$ cat src/hw/rtl/dctf_pkg.sv
// Package for the disk task-file controller: codes, defaults and field widths.
// Used by every module of the block.
package dctf_pkg;

   localparam int SectorBytesDefault = 512;
   localparam int DriveCountDefault  = 2;
   localparam int TrackLimitDefault  = 255;
   localparam int SectorLimitDefault = 16;

   typedef enum logic [2:0] {
      REQ_PORT_WRITE = 3'd0,
      REQ_PORT_READ  = 3'd1,
      REQ_FILL       = 3'd2,
      REQ_PULL       = 3'd3,
      REQ_DONE       = 3'd4
   } req_kind_type;

   typedef enum logic [2:0] {
      RSP_READ_DATA = 3'd0,
      RSP_STORE_RD  = 3'd1,
      RSP_STORE_WR  = 3'd2,
      RSP_BUF_BYTE  = 3'd3,
      RSP_LIGHT     = 3'd4
   } rsp_kind_type;

   typedef enum logic [1:0] {
      CMD_NONE    = 2'd0,
      CMD_RESTORE = 2'd1,
      CMD_READ    = 2'd2,
      CMD_WRITE   = 2'd3
   } cmd_type;

   localparam logic [2:0] PORT_DATA    = 3'd0;
   localparam logic [2:0] PORT_ERROR   = 3'd1;
   localparam logic [2:0] PORT_COUNT   = 3'd2;
   localparam logic [2:0] PORT_SECTOR  = 3'd3;
   localparam logic [2:0] PORT_TRK_LO  = 3'd4;
   localparam logic [2:0] PORT_TRK_HI  = 3'd5;
   localparam logic [2:0] PORT_DRVHEAD = 3'd6;
   localparam logic [2:0] PORT_CMD     = 3'd7;

   localparam logic [7:0] OP_RESTORE = 8'h10;
   localparam logic [7:0] OP_READ    = 8'h20;
   localparam logic [7:0] OP_WRITE   = 8'h30;

   localparam int ReqDataWidth = 24;
   localparam int RspDataWidth = 40;

endpackage

$ cat src/hw/rtl/dctf_sector_buf.sv
// Sector buffer memory with one write port and one registered read port.
// Runs a clearing pass after reset that loads entry i with i mod 256.
module dctf_sector_buf
   import dctf_pkg::*;
#(
   parameter int SECTOR_BYTES = SectorBytesDefault
) (
   input  logic                            clock,
   input  logic                            reset,
   input  logic                            wr_en,
   input  logic [$clog2(SECTOR_BYTES)-1:0] wr_addr,
   input  logic [7:0]                      wr_data,
   input  logic                            rd_en,
   input  logic [$clog2(SECTOR_BYTES)-1:0] rd_addr,
   output logic [7:0]                      rd_data,
   output logic                            busy
);
   localparam int AW = $clog2(SECTOR_BYTES);

   logic [7:0]    mem [SECTOR_BYTES];
   logic [7:0]    rd_data_ff;
   logic [AW-1:0] clr_cnt_ff, clr_cnt_in;
   logic          clr_busy_ff, clr_busy_in;

   always_comb begin
      clr_cnt_in  = clr_cnt_ff;
      clr_busy_in = clr_busy_ff;
      if (clr_busy_ff) begin
         clr_cnt_in = clr_cnt_ff + AW'(1);
         if (clr_cnt_ff == AW'(SECTOR_BYTES - 1)) begin
            clr_busy_in = 1'b0;
         end
      end
   end

   always_ff @(posedge clock) begin
      if (reset) begin
         clr_cnt_ff  <= '0;
         clr_busy_ff <= 1'b1;
      end else begin
         clr_cnt_ff  <= clr_cnt_in;
         clr_busy_ff <= clr_busy_in;
      end
   end

   always_ff @(posedge clock) begin
      if (clr_busy_ff) begin
         mem[clr_cnt_ff] <= 8'(clr_cnt_ff);
      end else if (wr_en) begin
         mem[wr_addr] <= wr_data;
      end
      if (rd_en) begin
         rd_data_ff <= mem[rd_addr];
      end
   end

   assign rd_data = rd_data_ff;
   assign busy    = clr_busy_ff;

endmodule

$ cat config.mk
export PLATFORM = sky130hd
export DESIGN_NAME = dctf_sector_buf
export DESIGN_NICKNAME = d
export VERILOG_FILES = /design/src/hw/rtl/dctf_pkg.sv /design/src/hw/rtl/dctf_sector_buf.sv
export SDC_FILE = /design/constraint.sdc
export NUM_CORES = 2
export LEC_CHECK = 0
export BUFFER_PORTS_ARGS = -buffer_cell sky130_fd_sc_hd__buf_4
export CORE_MARGIN = 2
export CORE_UTILIZATION = 60
export DETAILED_ROUTE_END_ITERATION = 16
export HOLD_SLACK_MARGIN = 0.02
export PLACE_DENSITY = 0.73
export SETUP_SLACK_MARGIN = 0.15
export SKIP_CTS_REPAIR_TIMING = 1
export SLEW_MARGIN = 20
export SYNTH_ARGS = -nofsm -noshare
export SYNTH_HDL_FRONTEND = slang
export SYNTH_SLANG_ARGS = --single-unit
$ cat constraint.sdc
create_clock -name clock -period 29.6 [get_ports clock]
set_clock_uncertainty 0.15 [all_clocks]
set_input_delay 2.96 -clock clock [delete_from_list [all_inputs] [get_ports clock]]
set_output_delay 2.96 -clock clock [all_outputs]
set_load 0.05 [all_outputs]
### Word-level counts from Yosys, hierarchy flattened

Memory sizes are Yosys's and may differ from the RTL's. A register that Yosys moved wholly into a read port is not among the register bits.
Cells that the tools add are included.

| storage, ports and cells | value |
|---|---|
| output and inout port bits | 9 |
| memory bits (writable) | 4096 |
| logic and storage cells | 16 |
| memories | 1 |
| register bits | 10 |

| cells by class | value |
|---|---|
| add/sub/neg operators | 1 |
| equality and inequality tests | 1 |
| muxes and demuxes | 10 |
| reductions and logical operators | 1 |

Memories:

| memory | depth | bits a word | rd ports | clocked after memory_dff | wr ports | RTL line | source |
|---|---|---|---|---|---|---|---|
| mem | 512 | 8 | 1 | 1 | 1 | dctf_sector_buf.sv:20 | `logic [7:0] mem [SECTOR_BYTES];` |

Operators by type and width:

| operator | count |
|---|---|
| 9-bit by 1-bit adder with 9-bit output, second input constant | 1 |
| 9-bit == test, second input constant | 1 |
| 9-bit 2-to-1 mux | 1 |
| 1-bit 2-to-1 mux | 8 |
| 8-bit 2-to-1 mux | 1 |
| 8-bit OR reduction | 1 |

### Logic depth before layout (Yosys ltp)

| logic depth | value |
|---|---|
| depth in word-level cells | 5 |
| depth in mapped cells | 13 |
| mapped depth without buffers | 7 |

### Least setup slack after synthesis

OpenSTA, ideal clock, no wires.

| path | value |
|---|---|
| path kind | input-to-reg |
| start point | input port wr_en |
| end point | memory mem[0][6] (data pin) |
| stages | 4 |
| slack | 2164 ps |
| arrival time | 23114 ps |
| buffers on the path | 1 |
| path through | inv_1 nor2_1 clkbuf_1 o21ai_0 |

| on the way | value |
|---|---|
| cells in the longest elaborated chain, start to end | 5 |

RTL lines:

| element | RTL line | source |
|---|---|---|
| start: declaration | dctf_sector_buf.sv:10 | `input logic wr_en,` |
| 1-bit 2-to-1 mux | dctf_sector_buf.sv:49 | `end else if (wr_en) begin` |
| 1-bit 2-to-1 mux | dctf_sector_buf.sv:47 | `if (clr_busy_ff) begin` |
| 1-bit 2-to-1 mux (implied by the code) | dctf_sector_buf.sv:50 | `mem[wr_addr] <= wr_data;` |
| 8-bit OR reduction (no source line) | -- |  |
| 8-bit 2-to-1 mux (no source line) | -- |  |
| end: declaration | dctf_sector_buf.sv:20 |  |

No other way between the ends.

==> flow_summary.yaml <==
outcome:
  outcome: "finished, final reports clean"
critical_path:
  cpMostUsedCell: "sky130_fd_sc_hd__buf_4"
  crit_path_kind: "input pin to register"
  regToRegEndpoint: "mem[150][4]"
  crit_path_start_kind: "input pin"
  cp-end-kind: "register"
  r2r_setup_slack_ps: 23930
  crit_path_max_fanout: 99
  path_cells: "buf_16, buf_4, buf_4, buf_4, buf_4, mux4_2, nand2b_1, o22ai_1, a211oi_1, nand3_1, nand4_1, and4_1"
  worst_path_max_delay_cell: "sky130_fd_sc_hd__buf_4"
  arrival_ps: 9010
  critical-path-top-delay-family: "buffers and inverters"
  r2r_cells: 6
  worst_r2r_startpoint: "busy"
  crit_buf_inv: 5
  worst-endpoint-required_ps: 30120
  critical_path.max_stage_delay_ps: 760
final_layout:
  share_of_post_route_cells_with_drive_strength_above_1_pct: 16.41
  final_cell_area_sq_um: 178500
  final_cell_count_no_fill: 12320
  multi_input_area_sq_um: 35570
  nFillCells: 17300
  area.sequential_sq_um: 123400
  finish.net_count: 8440
  layout-area-overhead-vs-synth_pct: 9.454
logic_synthesis:
  syn_nets: 8358
  synth.yosys.seq_area_share_pct: 75.70
  ys_seq_elements: 4114
  netlist_cell_types: 96
  synth.top_cells.by_area: "sky130_fd_sc_hd__edfxtp_1, sky130_fd_sc_hd__mux4_2, sky130_fd_sc_hd__mux2i_1"
  synth_top_flop_cell: "sky130_fd_sc_hd__edfxtp_1"
  syn_area_per_cell_sq_um: 19.58
  synth_enable_flop_cells: 4104
  yosys.area.top_type_share_pct: 75.58
  syn_inst: 8326
  synthesis.yosys.warnings: 0
  synthesis.area_sq_um: 163100
  yosysTopAreaCell: "sky130_fd_sc_hd__edfxtp_1"
  async_reset_ff_share_pct: 0
sta:
  final.setup.worst_slack_ps: 21110
  max_slew.worst_pin.slew_ps: 1269
  finalHoldViolations: 0
  max_clock_freq_ghz: 0.1178
  final.period_utilization_pct: 28.67
  setup_total_negative_slack_ps: 0
  final_period_demand_of_the_worst_path_ps: 8487
  slew_viol_final: 0
  timing.max_slew.rel_slack_pct: 14.72
  setup_viol_count_final: 0
  rsz0062_at_grt: "false"
hold_path:
  min_to: "clr_cnt_ff[7]"
  instance_count_along_the_most_critical_hold_path: 2
  worst_hold_startpoint: "clr_cnt_ff[7]"
  hold_path_class: "register to register"
cts:
  cts_inserted_buffers: 401
  worst_skew_pair.late_latency_ps: 930
  cts_tree: "built"
  ctsHtreeMaxLevel: 5
  worst_setup_hold_path_clk_slew_ps: 70
  numClockSinks: 4114
  cts.path.max_buffers: 4
  ctsRootBufferMaster: "sky130_fd_sc_hd__clkbuf_16"
detailed_routing:
  drc: 0
  detailedRoute.firstIterationViolations: 13670
  detail_route.vias_per_cell: 7.055
  detail_route.wl_per_cell_um: 35.60
  drtPass1Iterations: 8
  wirelength_um: 438500
  detailroute.via_count: 86910
  antenna_violating_nets_post_route: 0
floorplan:
  initial_utilization_pct: 60.28
  floorplan.rows: 191
  core_area_sq_um: 270500
  floorplan.die.width_um: 525.3
  num_io_pins: 39
  design.die.area_sq_um: 276000
  die_y_um: 525.3
placement:
  detailedPlace.worstSlack_ps: 20120
  place.detailed.hpwl_um: 255900
  portBuffers: 38
  dp.cells: 11570
  gp_routability_congestion: 0.8684
  post_dp_cell_area_sq_um: 165400
grt:
  groute.usage.overall_pct: 31.48
  grt_max_degree: 210
  grt_overflow: 0
  number_of_global_route_vias_before_repair: 84440
  antenna_found_initial: 32
  grt_pass1_wl_um: 620100
power:
  peakVddDrop_uv: 61.53
  pwr_density_cell_nw_per_um2: 67.57
  p_leak_nw: 57.84
  report.power.total_mw: 12.06
flow_run:
  cap_violations: 0
metal layers:
layer	part of all wire (%)	track usage (%)	up-vias
met3	12	6.970	1151
li1	-	-	34630
met5	0.023	0	-
met4	5.6	14.96	16
met1	36	43.87	44670
met2	46	47.92	6445
cells in the final DEF (no fill, tap or decap), types with 13 or more instances in the layout:
| cell type | synthesis | final |
|---|---|---|
| sky130_fd_sc_hd__clkbuf_1 | 198 | 86 |
| sky130_fd_sc_hd__nor3_1 | 53 | 52 |
| sky130_fd_sc_hd__mux4_2 | 551 | 551 |
| sky130_fd_sc_hd__buf_12 | 53 | 14 |
| sky130_fd_sc_hd__o221ai_1 | 250 | 250 |
| sky130_fd_sc_hd__a211oi_1 | 36 | 36 |
| sky130_fd_sc_hd__clkinv_2 | 0 | 77 |
| sky130_fd_sc_hd__o211ai_1 | 14 | 14 |
| sky130_fd_sc_hd__bufinv_16 | 0 | 52 |
| sky130_fd_sc_hd__nand3_1 | 56 | 55 |
| sky130_fd_sc_hd__nand2_2 | 0 | 13 |
| sky130_fd_sc_hd__clkinv_1 | 1 | 68 |
| sky130_fd_sc_hd__nor2_1 | 653 | 651 |
| sky130_fd_sc_hd__a31oi_1 | 35 | 33 |
| sky130_fd_sc_hd__mux2i_1 | 815 | 815 |
| sky130_fd_sc_hd__edfxtp_1 | 4104 | 4104 |
| sky130_fd_sc_hd__nor4_1 | 39 | 32 |
| sky130_fd_sc_hd__mux2_2 | 20 | 20 |
| sky130_fd_sc_hd__and2_1 | 25 | 25 |
| sky130_fd_sc_hd__nand2b_1 | 19 | 16 |
| sky130_fd_sc_hd__a22oi_1 | 41 | 41 |
| sky130_fd_sc_hd__a21oi_1 | 181 | 181 |
| sky130_fd_sc_hd__nand2_1 | 207 | 182 |
| sky130_fd_sc_hd__o22ai_1 | 217 | 217 |
| sky130_fd_sc_hd__o21ai_0 | 110 | 106 |
| sky130_fd_sc_hd__diode_2 | 0 | 29 |
| sky130_fd_sc_hd__a2111oi_0 | 19 | 16 |
| sky130_fd_sc_hd__nand4_1 | 30 | 30 |
| sky130_fd_sc_hd__clkbuf_16 | 0 | 405 |
| sky130_fd_sc_hd__mux4_1 | 82 | 82 |
| sky130_fd_sc_hd__buf_4 | 38 | 199 |
flip-flops by register name, summed over array words and instances (netlist names):
| signal | cells |
|---|---|
| rd_data | 8 |
| mem | 4096 |
| clr_cnt_ff | 9 |
| busy | 1 |
tightest hold or removal path: cells and delay by family, from the launching register on:
family,cells,cell delay (ps)
flops,1,360
xor+xnor,1,80
simple gates,1,80
final cells by class:
| type | count | area share (%) |
|---|---|---|
| flip-flops and latches | 4114 | 69.16 |
| multi-input cells | 3661 | 19.93 |
| clock buffers | 491 | 5.859 |
| well taps | 3570 | 2.503 |
| clock inverters | 224 | 1.402 |
| repair buffers | 220 | 1.072 |
| diodes | 29 | 0.04066 |
| inverters | 10 | 0.02944 |
cells by family (layout without fill, tap and decap cells):
group,after synthesis,after routing,share of synthesized area [%]
other cells,0,29,0
compound gates,1028,1028,4.422
xor+xnor,7,7,0.03760
flops,4114,4114,75.70
fa+ha+maj,2,2,0.01534
mux,1469,1469,14.08
simple gates,1155,1155,3.093
buf+inv,551,945,2.651
report_power, final:
group	internal [mW]	switching, mW
Combinational	0.175	0.395
Sequential	6.38	0.00655
Clock	2.96	2.15
Total	9.51	2.55
cells in the mapped netlist (10+ instances only):
library cell	n
sky130_fd_sc_hd__o221ai_1	250
sky130_fd_sc_hd__buf_6	45
sky130_fd_sc_hd__a21oi_1	181
sky130_fd_sc_hd__a31oi_1	35
sky130_fd_sc_hd__dfxtp_1	10
sky130_fd_sc_hd__buf_12	53
sky130_fd_sc_hd__nand3_1	56
sky130_fd_sc_hd__buf_2	96
sky130_fd_sc_hd__nor4_1	39
sky130_fd_sc_hd__nor2_1	653
sky130_fd_sc_hd__and2_1	25
sky130_fd_sc_hd__o22ai_1	217
sky130_fd_sc_hd__mux4_1	82
sky130_fd_sc_hd__o31ai_1	12
sky130_fd_sc_hd__buf_1	37
sky130_fd_sc_hd__nor2b_1	13
sky130_fd_sc_hd__nor3_1	53
sky130_fd_sc_hd__buf_4	38
sky130_fd_sc_hd__clkbuf_8	25
sky130_fd_sc_hd__mux2_2	20
sky130_fd_sc_hd__edfxtp_1	4104
sky130_fd_sc_hd__o21ai_0	110
sky130_fd_sc_hd__nand4_1	30
sky130_fd_sc_hd__a2111oi_0	19
sky130_fd_sc_hd__a211oi_1	36
sky130_fd_sc_hd__a22oi_1	41
sky130_fd_sc_hd__mux2i_1	815
sky130_fd_sc_hd__o211ai_1	14
sky130_fd_sc_hd__mux4_2	551
sky130_fd_sc_hd__clkbuf_1	198
sky130_fd_sc_hd__nand2b_1	19
sky130_fd_sc_hd__buf_8	48
sky130_fd_sc_hd__nand2_1	207
worst max-delay path by stage:
| stage | endpoint | cells past startpoint | slack (ps) | start |
|---|---|---|---|---|
| finish | rd_data[5] | 12 | 21110 | rd_addr[0] |
| global route | rd_data[5] | 12 | 20930 | rd_addr[0] |
| CTS | rd_data[5] | 12 | 21080 | rd_addr[0] |
| detailed placement | rd_data[5] | 12 | 20120 | rd_addr[0] |
| global placement | rd_data[5] | 11 | 20170 | rd_addr[0] |
| floorplan | mem[0][6] | 4 | 2160 | wr_en |
metrics by stage:
step	util (%)	hold WS, ps
2_1_floorplan	-	350.2
3_3_place_gp	61.12	377.3
3_5_place_dp	61.13	392.8
4_1_cts	65.92	407.6
5_1_grt	65.95	440.7
6_report	65.97	404.6
Note: power is estimated with default switching activity, not from simulation.
